### src/hdl/rsvg_pkg.sv
package rsvg_pkg;

  localparam int NUM_W = 45;  // widest dividend: slice index above a 32-bit turn fraction
  localparam int SLC_W = 13;
  localparam int STK_W = 7;
  localparam int IDX_W = 6;
  localparam int RAD_W = 32;
  localparam int TEX_W = 17;
  localparam int CRD_W = 33;
  localparam int TRG_W = 17;
  localparam int IN_W  = 24;
  localparam int OUT_W = 168;
  localparam int CFG_IDX_W = 3;

  localparam int DEF_MAX_SLICES = 4096;
  localparam int DEF_MAX_STACKS = 64;

  localparam logic [TRG_W-1:0] SIN_A   = 17'd102944;
  localparam logic [TRG_W-1:0] SIN_B   = 17'd42048;
  localparam logic [TRG_W-1:0] SIN_C   = 17'd4640;
  localparam logic [TRG_W-1:0] Q16_ONE = 17'd65536;

  typedef enum logic [CFG_IDX_W-1:0] {
    REG_INNER  = 3'd0,
    REG_OUTER  = 3'd1,
    REG_SLICES = 3'd2,
    REG_STACKS = 3'd3,
    REG_UPPER  = 3'd4
  } reg_idx_t;

  // one classified request, ready for the dividers
  typedef struct packed {
    logic [NUM_W-1:0] ph_num;
    logic [SLC_W-1:0] slices;
    logic             upper;
    logic [NUM_W-1:0] r0_num;
    logic [NUM_W-1:0] r1_num;
    logic [STK_W-1:0] stacks;
    logic [NUM_W-1:0] t0_num;
    logic [NUM_W-1:0] t1_num;
  } item_t;

endpackage

### src/hdl/rsvg_front.sv
module rsvg_front import rsvg_pkg::*; #(
  parameter int MAX_SLICES = DEF_MAX_SLICES,
  parameter int MAX_STACKS = DEF_MAX_STACKS
) (
  input  logic                 clk,
  input  logic                 rst_n,
  input  logic                 cfg_valid,
  input  logic [CFG_IDX_W-1:0] cfg_index,
  input  logic [31:0]          cfg_data,
  input  logic [IN_W-1:0]      in_tdata,
  output item_t                item_o
);

  logic [RAD_W-1:0] inner_r, outer_r;
  logic [SLC_W-1:0] slices_r;
  logic [STK_W-1:0] stacks_r;
  logic             upper_r;

  always_ff @(posedge clk) begin
    if (!rst_n) begin
      inner_r  <= '0;
      outer_r  <= RAD_W'(32'd65536);
      slices_r <= SLC_W'(4);
      stacks_r <= STK_W'(4);
      upper_r  <= 1'b0;
    end else if (cfg_valid) begin
      unique case (reg_idx_t'(cfg_index))
        REG_INNER:  inner_r  <= cfg_data;
        REG_OUTER:  outer_r  <= cfg_data;
        REG_SLICES: slices_r <= cfg_data[SLC_W-1:0];
        REG_STACKS: stacks_r <= cfg_data[STK_W-1:0];
        REG_UPPER:  upper_r  <= cfg_data[0];
        default: ;
      endcase
    end
  end

  logic [SLC_W-1:0] n_c;
  logic [STK_W-1:0] s_c, i_c;
  logic [IDX_W-1:0] i_in;
  logic [SLC_W-1:0] j_in;
  logic [NUM_W-1:0] hs;

  assign i_in = in_tdata[IDX_W-1:0];
  assign j_in = in_tdata[IDX_W +: SLC_W];

  always_comb begin
    if (slices_r == '0) n_c = SLC_W'(1);
    else if (32'(slices_r) > 32'(MAX_SLICES)) n_c = SLC_W'(MAX_SLICES);
    else n_c = slices_r;
    if (stacks_r == '0) s_c = STK_W'(1);
    else if (32'(stacks_r) > 32'(MAX_STACKS)) s_c = STK_W'(MAX_STACKS);
    else s_c = stacks_r;
    if (STK_W'(i_in) > s_c - STK_W'(1)) i_c = s_c - STK_W'(1);
    else i_c = STK_W'(i_in);
  end

  assign hs = NUM_W'(s_c >> 1);

  always_comb begin
    item_o.ph_num = (j_in < n_c) ? ({j_in, 32'b0} + NUM_W'(n_c >> 1)) : '0;
    item_o.slices = n_c;
    item_o.upper  = upper_r;
    item_o.r0_num = NUM_W'(inner_r) * NUM_W'(s_c - i_c)
                  + NUM_W'(outer_r) * NUM_W'(i_c) + hs;
    item_o.r1_num = NUM_W'(inner_r) * NUM_W'(s_c - i_c - STK_W'(1))
                  + NUM_W'(outer_r) * NUM_W'(i_c + STK_W'(1)) + hs;
    item_o.stacks = s_c;
    item_o.t0_num = (NUM_W'(i_c) << 16) + hs;
    item_o.t1_num = (NUM_W'(i_c + STK_W'(1)) << 16) + hs;
  end

endmodule

### config.mk
export PLATFORM = sky130hd
export DESIGN_NAME = rsvg_front
export DESIGN_NICKNAME = d
export VERILOG_FILES = /design/src/hdl/rsvg_pkg.sv /design/src/hdl/rsvg_front.sv
export SDC_FILE = /design/constraint.sdc
export NUM_CORES = 2
export LEC_CHECK = 0
export BUFFER_PORTS_ARGS = -buffer_cell sky130_fd_sc_hd__buf_4
export CAP_MARGIN = 20
export CORE_MARGIN = 2
export CORE_UTILIZATION = 60
export CTS_CLUSTER_DIAMETER = 60
export DETAILED_ROUTE_END_ITERATION = 10
export HOLD_SLACK_MARGIN = 0.12
export PLACE_DENSITY = 0.79
export SLEW_MARGIN = 20
export SYNTH_ARGS = -nofsm -noshare
export SYNTH_HDL_FRONTEND = slang
export SYNTH_SLANG_ARGS = --single-unit
export TNS_END_PERCENT = 20
### constraint.sdc
create_clock -name clk -period 39.3 [get_ports clk]
set_clock_uncertainty 0.1 [all_clocks]
set_input_delay 1.965 -clock clk [delete_from_list [all_inputs] [get_ports clk]]
set_output_delay 1.965 -clock clk [all_outputs]
set_load 0.02 [all_outputs]
==> results.toml <==
[timing]
fmax_mhz = 54.16
fin_crit_ns = 18.46
maxSlewHeadroom = 0.3231
setup_viol = 0
hold_viol_final = 0
holdWs_ns = 0.3819
rsz0062_at_grt = "false"
tightestPinTransition_ns = 1.014
fin_tns_setup_ns = 0
fin_crit_sh = 0.4698
maxSlewViolCount = 0

[power]
power_w = 0.003798
peakVddDrop_uv = 122.1
p_leak_nw = 23.71
pwr_density_cell_nw_per_um2 = 79.08

[worst_hold_path]
worstHoldStart = "slices_r[0]"
hold-path-endpoint = "slices_r[0]"
holdPathStages = 2
hold_path.class = "register to register"

[logic_synthesis]
synth_ff_type = "dfxtp_1"
synth_seq_cells = 85
synth-seq-area-share = 0.03746
synth_area_sq_um = 45430
avgSynthCellArea_sq_um = 9.012
synth_edf_count = 0
synth.distinct_cells = 84
ys_warn_count = 0
synth_cells = 5041
synthArstFlopShare = 0

[worst_setup_path]
reg2reg_from = "inner_r[3]"
timing.rr.end = "inner_r[3]"
crit_buf_inv = 8
r2r_slack_ns = 37.92
slowest_stage = "or4_1"
worst_ep_required_time_ns = 37.24
critPathMaxFanout = 36
worstSetupStartpointType = "input port"
critPathKind = "input port to primary output"
reg2reg_depth = 2
cpMostUsedCell = "fa_1"
arrival_ns = 16.40
endpoint_kind = "primary output"
max_stage_delay_ns = 0.63
path_delay_family = "adder cells"

[floorplanning]
die_h_um = 279.2
rows = 100
dieArea_sq_um = 77940
die_x_um = 279.2
core_area_sq_um = 74700
num_io_pins = 308
start_util = 0.6082

[clock_network]
ctsHoldBuffers = 0
cts-root-buf = "clkbuf_16"
cts_tree = "yes"
clk_path_buf_depth = 2
cts-buffers-inserted = 9
cts_setup_buffers = 0
htreeDepth = 3
cts_sinks = 85
cts_resized = 0
clock_latency_ns = 0.36
clk_pin_slew_ns = 0.07

[detailed_routing]
post_drt_wl_per_cell_um = 16.45
num_vias = 33472
drt-initial-drc-count = 1976
wl_um = 100700
vias_per_cell = 5.469
ant_nets = 0
dr.pass1.iters = 6
drc = 0

[flow_run]
cap_violations = 0

[grt]
grt_pass1_wl_um = 171900
grt_antenna_before_repair = 0
grt_max_degree = 86
grt_pass1_vias = 35948
track_usage = 0.2714
overflow = 0

[place]
dpl-instance-area_sq_um = 47700
hpwl_um = 83790
place_congestion = 0.8804
port_buffers = 217

[finish]
n_fill_cell = 6171
area_growth_pct = 5.712
fin_area_sq_um = 48030
nNetsFinal = 6687
drive_above_1_share = 0.06408
fin_util = 0.6429

[status]
status = "finished clean"
==> flip-flops by register name (all words and copies together) (netlist names) <==
signal    count
inner_r      32
outer_r      32
slices_r     13
stacks_r      7
upper_r       1
==> how the worst max path moves through the flow <==
| stage | start | to | slack (ns) | depth (start not counted) |
|---|---|---|---|---|
| floorplan | in_tdata[1] | item_o[135] | 22.77 | 50 |
| global placement | in_tdata[1] | item_o[138] | 20.60 | 52 |
| detailed placement | in_tdata[1] | item_o[141] | 20.39 | 51 |
| CTS | in_tdata[1] | item_o[141] | 20.36 | 51 |
| global route | stacks_r[6] | item_o[137] | 19.98 | 53 |
| finish | in_tdata[1] | item_o[141] | 20.84 | 51 |
==> worst reg2reg max path: stages, from the launching register on <==
cell and delay [ns]:
dfxtp_1 0.84, nand2_1 0.12, a21boi_0 0.24
==> cells in the mapped netlist, types with 71 or more instances <==
cell type / instances / area, sq um
inv_1: 1092 / 4099
a21oi_1: 117 / 585.6
xnor2_1: 81 / 709.4
dfxtp_1: 85 / 1702
nand2_1: 670 / 2515
ha_1: 444 / 5555
fa_1: 1036 / 20740
nor2_1: 96 / 360.4
and2_1: 283 / 1770
clkbuf_1: 192 / 720.7
buf_4: 99 / 743.2
a21o_1: 79 / 593.1
a21boi_0: 85 / 638.1
nor2b_1: 215 / 1345
nand2b_1: 71 / 444.2
==> metal layers <==
layer  track usage  vias to the layer above  routed length (um)
met5             0                        -                   0
met3       0.03272                      258                5766
met2        0.4971                     1060               53030
li1              -                    15077                   -
met4       0.09788                        0                4345
met1        0.3277                    17077               37560
==> kinds of logic after synthesis <==
family / after synthesis / synth area share
AND/OR/NAND/NOR: 1462 / 0.1590
other: 2 / 0.0001653
adder cells (fa/ha/maj): 1480 / 0.5788
AO/OA/AOI/OAI: 481 / 0.07400
buffers and inverters: 1398 / 0.1241
multiplexers: 8 / 0.002396
flip-flops: 85 / 0.03746
XOR/XNOR: 125 / 0.02410
==> placed cells by master (no fill, tap or decap), types with 94 or more instances in the layout <==
| master | count |
|---|---|
| ha_1 | 442 |
| nor2b_1 | 215 |
| nor2_1 | 94 |
| inv_1 | 1092 |
| nand2_1 | 670 |
| and2_1 | 283 |
| a21oi_1 | 116 |
| buf_4 | 250 |
| conb_1 | 150 |
| fa_1 | 1036 |
==> layout make-up <==
class	instances	area, sq um	area share
Antenna cell	1	2.502	0.00005211
Clock buffer	9	225.2	0.004689
Clock inverter	7	72.57	0.001511
Inverter	1092	4099	0.08535
Multi-Input combinational cell	3706	38810	0.8081
Sequential cell	85	1702	0.03543
Tap cell	969	1212	0.02524
Timing Repair Buffer	251	1904	0.03965
==> report_power, final <==
group / leakage (nW) / switching [W] / internal, W
registers: 0.688 / 0.00000784 / 0.0000879
logic: 22.9 / 0.00213 / 0.00149
clock network: 0.143 / 0.0000429 / 0.0000449
==> per-stage QoR <==
step | setup WS [ns] | cells
global route | 19.98 | 6119
global placement | 20.60 | 6102
floorplan | 22.77 | 5189
finish | 20.84 | 6120
detailed placement | 20.39 | 6102
CTS | 20.36 | 6118
Note: power is estimated with default switching activity, not from simulation.
