`src/hdl/rsvg_pkg.sv`:
```
package rsvg_pkg;

  localparam int NUM_W = 45;  // widest dividend: slice index above a 32-bit turn fraction
  localparam int SLC_W = 13;
  localparam int STK_W = 7;
  localparam int IDX_W = 6;
  localparam int RAD_W = 32;
  localparam int TEX_W = 17;
  localparam int CRD_W = 33;
  localparam int TRG_W = 17;
  localparam int IN_W  = 24;
  localparam int OUT_W = 168;
  localparam int CFG_IDX_W = 3;

  localparam int DEF_MAX_SLICES = 4096;
  localparam int DEF_MAX_STACKS = 64;

  localparam logic [TRG_W-1:0] SIN_A   = 17'd102944;
  localparam logic [TRG_W-1:0] SIN_B   = 17'd42048;
  localparam logic [TRG_W-1:0] SIN_C   = 17'd4640;
  localparam logic [TRG_W-1:0] Q16_ONE = 17'd65536;

  typedef enum logic [CFG_IDX_W-1:0] {
    REG_INNER  = 3'd0,
    REG_OUTER  = 3'd1,
    REG_SLICES = 3'd2,
    REG_STACKS = 3'd3,
    REG_UPPER  = 3'd4
  } reg_idx_t;

  // one classified request, ready for the dividers
  typedef struct packed {
    logic [NUM_W-1:0] ph_num;
    logic [SLC_W-1:0] slices;
    logic             upper;
    logic [NUM_W-1:0] r0_num;
    logic [NUM_W-1:0] r1_num;
    logic [STK_W-1:0] stacks;
    logic [NUM_W-1:0] t0_num;
    logic [NUM_W-1:0] t1_num;
  } item_t;

endpackage

```
`src/hdl/rsvg_queue.sv`:
```
module rsvg_queue import rsvg_pkg::*; #(
  parameter int DEPTH = 4
) (
  input  logic  clk,
  input  logic  rst_n,
  input  logic  push_i,
  input  item_t data_i,
  input  logic  pop_i,
  output item_t data_o,
  output logic  full_o,
  output logic  empty_o
);

  localparam int PTR_W = (DEPTH > 1) ? $clog2(DEPTH) : 1;
  localparam int CNT_W = $clog2(DEPTH + 1);

  item_t            mem [DEPTH];
  logic [PTR_W-1:0] wr_ptr_r, rd_ptr_r;
  logic [CNT_W-1:0] cnt_r;
  logic             do_push, do_pop;

  assign full_o  = (cnt_r == CNT_W'(DEPTH));
  assign empty_o = (cnt_r == '0);
  assign do_push = push_i && !full_o;
  assign do_pop  = pop_i && !empty_o;
  assign data_o  = mem[rd_ptr_r];

  always_ff @(posedge clk) begin
    if (do_push) mem[wr_ptr_r] <= data_i;
  end

  always_ff @(posedge clk) begin
    if (!rst_n) begin
      wr_ptr_r <= '0;
      rd_ptr_r <= '0;
      cnt_r    <= '0;
    end else begin
      if (do_push) wr_ptr_r <= (32'(wr_ptr_r) == DEPTH - 1) ? '0 : wr_ptr_r + PTR_W'(1);
      if (do_pop)  rd_ptr_r <= (32'(rd_ptr_r) == DEPTH - 1) ? '0 : rd_ptr_r + PTR_W'(1);
      cnt_r <= cnt_r + CNT_W'(do_push) - CNT_W'(do_pop);
    end
  end

endmodule

```
`config.mk`:
```
export PLATFORM = sky130hd
export DESIGN_NAME = rsvg_queue
export DESIGN_NICKNAME = d
export VERILOG_FILES = /design/src/hdl/rsvg_pkg.sv /design/src/hdl/rsvg_queue.sv
export SDC_FILE = /design/constraint.sdc
export NUM_CORES = 1
export LEC_CHECK = 0
export BUFFER_PORTS_ARGS = -buffer_cell sky130_fd_sc_hd__buf_2
export CORE_ASPECT_RATIO = 1.5
export CORE_MARGIN = 2
export CORE_UTILIZATION = 30
export CTS_BUF_LIST = sky130_fd_sc_hd__clkbuf_2 sky130_fd_sc_hd__clkbuf_4 sky130_fd_sc_hd__clkbuf_8
export CTS_CLUSTER_SIZE = 14
export DETAILED_ROUTE_END_ITERATION = 8
export GPL_ROUTABILITY_DRIVEN = 1
export PLACE_DENSITY_LB_ADDON = 0.05
export SYNTH_ARGS = -nofsm -noshare
export SYNTH_HDL_FRONTEND = slang
export SYNTH_SLANG_ARGS = --single-unit
```
`constraint.sdc`:
```
create_clock -name clk -period 8.28 [get_ports clk]
set_clock_uncertainty 0.2 [all_clocks]
set_input_delay 0.414 -clock clk [delete_from_list [all_inputs] [get_ports clk]]
set_output_delay 0.414 -clock clk [all_outputs]
set_load 0.01 [all_outputs]
```
==> summary.md <==
In this run the register-to-register setup slack is 4850 ps. In this run the tightest slew margin relative to its limit is 24.58%. Of all nets on the critical path, the largest fanout is 99. Timing would allow up to 220.8 MHz.

In this run, the clock network consumes 30.5% of the power. The timing endpoint of the critical path is data_o[85]. The largest net degree at the start of global routing was 129. The worst path uses 54.69% of the clock period. Number of iterations in the first detailed-routing pass: 4.

Buffer cell driving the clock tree root: sky130_fd_sc_hd__clkbuf_8. The switching power came out at 0.003702 W. In this run, the combinational gates consume 22.3% of the power.

The tools report the startpoint of the worst register-to-register path as cnt_r[2]. The power density over the cells is 288.9 nW/µm². In this run, synthesis produced a sequential element count of 993. In this run the deepest clock path goes through 3 buffers. The die covers 123600 µm².

The HPWL reported at the end of detailed placement was 51450 µm. The layout has 11210 filler cells. The share of the Yosys chip area taken by registers is 82.10%.

Internal power comes to 0.009558 W. Setup repair after global routing left no endpoint under its margin. The final layout contains 2475 nets. The core region is 120200 µm². The total setup violations reported at the end of the flow was 0; the insertion delay of the later-clocked pin in the worst-skew pair was 820 ps. The first-pass GRT wire length is 130400 µm.

The startpoint identified for the worst hold timing path is data_i[186]. The maximum vdd drop is 0.0001678 V. In this run the horizontal extent of the chip is 287.7 µm. TritonCTS built the clock tree.

At the end of routability-driven placement, the weighted congestion stood at 0.7044. The residual overflow from global routing is 0, and the clock-pin slew on the worst setup and hold paths is 60 ps. After detailed routing, the average wire length per cell comes to 22.50 µm. The worst path in the final design needs a cycle of 4528 ps, including I/O delays and setup. The worst slack at placement was 4430 ps; the share of total power consumed by net switching was 27.92%. Cell count after synthesis: 1338. Dividing the detail-routed via count by the number of cells gives 4.421. Data arrives at the worst endpoint at 3910 ps. The logs give 36210 µm² for the post-synthesis cell area and 0 for the count of cells resized by post-cts repair.

After synthesis, the netlist uses 22 different library cells. The tools report the final antenna-violating net count as 0. Counting the buffers created by CTS gives 162. The tree built by TritonCTS fans out to 993 sinks.

Yosys printed 0 warnings. The proportion of power drawn by flip-flops and latches came out at 47.2%. In this run the tool buffered the top-level ports with 497 buffer cells. The final layout contains routed wiring with a total length of 88440 µm.

The run gives 21 as the initial antenna violation count. The critical path in this run is classified as register to output port. The relative area change from synthesis to final layout was 26.75%; the final count of hold timing violations was 0. The worst hold path class is input port to register.

For this block, the via count after detailed routing is 17370. For the routed length on met1, the log shows 36160 µm. For the final routed database, the setup TNS stands at 0 ps. For this configuration, the core starts out at a cell density of 30.12%. The mean area per synthesized cell is 27.06 µm², and the first-iteration detailed-routing DRC count is 757.

STA classifies the critical path startpoint as a register. CTS built an H-tree with a depth of 4. The flow ran to the end, and the final reports show no timing, DRC or antenna violations. The number of max-capacitance violations reported is 0. The worst-case reg-to-reg path depth works out to 4.

For the data required time of the critical path, the log shows 7670 ps. The transition at the pin with the smallest max-transition slack is 1131 ps. The critical register-to-register path endpoint is mem[1][195]. The share of final-layout standard cells stronger than drive strength 1 works out to 43.20%. The logs give 19430 for the via count of the first global-routing pass and 156 for the number of rows created at floorplan.

From bottom edge to top edge, the die measures 429.5 µm. Pin placement for this block handled 498 I/O pins. Across all setup checks in the final design, the least slack found is 3752 ps. Number of DRC violations after detailed routing: 0. The number of nets handed over by synthesis was 1596.

Static power due to leakage: 15.28 nW. In this run the top signal layer used is met5. Detailed-routed wire length on met3: 6903 µm. STA classifies the critical path endpoint as an output port. The met2 wire length is 43080 µm, and the max-slew violation total from the final report is 0. Global-route total usage across every layer: 14.45%.
-- state kept, by name, summed over array words and instances (netlist names), named ones only --
signal / flops
rd_ptr_r: 2
mem: 984
wr_ptr_r: 2
cnt_r: 3
-- placed cells by master (no fill, tap or decap), types with 3 or more instances in the layout --
cell,n
sky130_fd_sc_hd__edfxtp_1,984
sky130_fd_sc_hd__buf_2,497
sky130_fd_sc_hd__dlygate4sd3_1,256
sky130_fd_sc_hd__mux4_2,246
sky130_fd_sc_hd__clkbuf_8,167
sky130_fd_sc_hd__clkinv_1,43
sky130_fd_sc_hd__clkbuf_4,42
sky130_fd_sc_hd__clkinv_2,20
sky130_fd_sc_hd__buf_4,13
sky130_fd_sc_hd__diode_2,12
sky130_fd_sc_hd__inv_1,7
sky130_fd_sc_hd__ha_1,7
sky130_fd_sc_hd__dfxtp_1,7
sky130_fd_sc_hd__nand2_1,6
sky130_fd_sc_hd__clkinvlp_4,6
sky130_fd_sc_hd__buf_12,6
sky130_fd_sc_hd__and2_4,4
sky130_fd_sc_hd__and2_1,3
sky130_fd_sc_hd__clkinv_8,3
-- stage by stage --
stage	hold WS (ps)	total power [W]	instance area [µm²]	std cells	utilization, %
after detailed placement	310.7	0.009352	40260	3377	33.48
after global routing	43.33	0.01397	45890	3928	38.17
after global placement	291.7	0.009335	40260	3377	33.48
after CTS	1.015	0.01361	45870	3918	38.15
after floorplan	267.7	0.008333	36210	1338	-
final	125.6	0.01326	45900	3930	38.17
-- synth_stat cells --
| library cell | instances | share of area, % |
|---|---|---|
| sky130_fd_sc_hd__and2_1 | 7 | 0.12 |
| sky130_fd_sc_hd__buf_12 | 22 | 1.2 |
| sky130_fd_sc_hd__buf_2 | 25 | 0.35 |
| sky130_fd_sc_hd__buf_6 | 5 | 0.16 |
| sky130_fd_sc_hd__buf_8 | 1 | 0.041 |
| sky130_fd_sc_hd__clkbuf_1 | 4 | 0.041 |
| sky130_fd_sc_hd__dfxtp_1 | 9 | 0.50 |
| sky130_fd_sc_hd__edfxtp_1 | 984 | 82 |
| sky130_fd_sc_hd__fa_1 | 1 | 0.055 |
| sky130_fd_sc_hd__ha_1 | 7 | 0.24 |
| sky130_fd_sc_hd__inv_1 | 7 | 0.073 |
| sky130_fd_sc_hd__mux2i_1 | 2 | 0.055 |
| sky130_fd_sc_hd__mux4_2 | 246 | 15 |
| sky130_fd_sc_hd__nand2_1 | 6 | 0.062 |
| sky130_fd_sc_hd__nand3_1 | 2 | 0.028 |
| sky130_fd_sc_hd__nor2_1 | 2 | 0.021 |
| sky130_fd_sc_hd__nor2b_1 | 1 | 0.017 |
| sky130_fd_sc_hd__nor3_1 | 1 | 0.014 |
| sky130_fd_sc_hd__nor3b_1 | 1 | 0.021 |
| sky130_fd_sc_hd__o21ai_0 | 2 | 0.028 |
| sky130_fd_sc_hd__o31ai_1 | 1 | 0.021 |
| sky130_fd_sc_hd__xnor2_1 | 2 | 0.048 |
-- worst max-delay path: stages (launching register included) --
cell and delay, ps:
sky130_fd_sc_hd__dfxtp_4 740, sky130_fd_sc_hd__buf_12 660, sky130_fd_sc_hd__buf_4 650, sky130_fd_sc_hd__mux4_2 600
sky130_fd_sc_hd__buf_2 170
-- timing repair --
item / in CTS / in global routing
hold buffers: 256 / 0
endpoints found under the hold margin: 993 / 0
buffers inserted: 0 / 0
-- final cells by class --
| class | instances | area (µm²) | area share, % |
|---|---|---|---|
| Inverter | 7 | 26.28 | 0.05725 |
| Tap cell | 1580 | 1977 | 4.307 |
| Timing Repair Buffer | 772 | 5268 | 11.48 |
| Clock buffer | 209 | 2614 | 5.695 |
| Clock inverter | 76 | 432.9 | 0.9432 |
| Sequential cell | 993 | 29740 | 64.79 |
| Antenna cell | 12 | 30.03 | 0.06542 |
| Multi-Input combinational cell | 281 | 5816 | 12.67 |
-- worst min-delay path by stage --
stage | end | cells past startpoint | slack (ps)
finish | mem[3][186] | 2 | 130
global route | mem[3][163] | 2 | 40
CTS | mem[2][186] | 2 | 1
detailed placement | wr_ptr_r[1] | 2 | 310
global placement | wr_ptr_r[1] | 2 | 290
floorplan | wr_ptr_r[1] | 2 | 270
-- kinds of logic (layout without fill, tap and decap cells) --
kind of cell | count (synthesis) | in the layout | share of synthesized area, %
flip-flops | 993 | 993 | 82.10
multiplexers | 248 | 248 | 15.35
buffers and inverters | 64 | 1064 | 1.873
AND/OR/NAND/NOR | 20 | 20 | 0.2833
adder cells (fa/ha/maj) | 8 | 8 | 0.2971
AO/OA/AOI/OAI | 3 | 3 | 0.04838
XOR/XNOR | 2 | 2 | 0.04838
other | 0 | 12 | 0
-- power groups by stage --
stage / Sequential, W / Combinational, W / Clock [W]
after floorplan: 0.00643 / 0.00191 / 0
after global placement: 0.00636 / 0.00298 / 0
after detailed placement: 0.00638 / 0.00297 / 0
after CTS: 0.00628 / 0.00309 / 0.00424
after global routing: 0.00631 / 0.00322 / 0.00444
final: 0.00626 / 0.00295 / 0.00405
-- layer usage --
layer	global-route usage, %	vias up
li1	-	7612
met1	17.52	9064
met2	23.51	530
met3	5.319	150
met4	5.283	18
met5	0	-
Note: power is estimated with default switching activity, not from simulation.
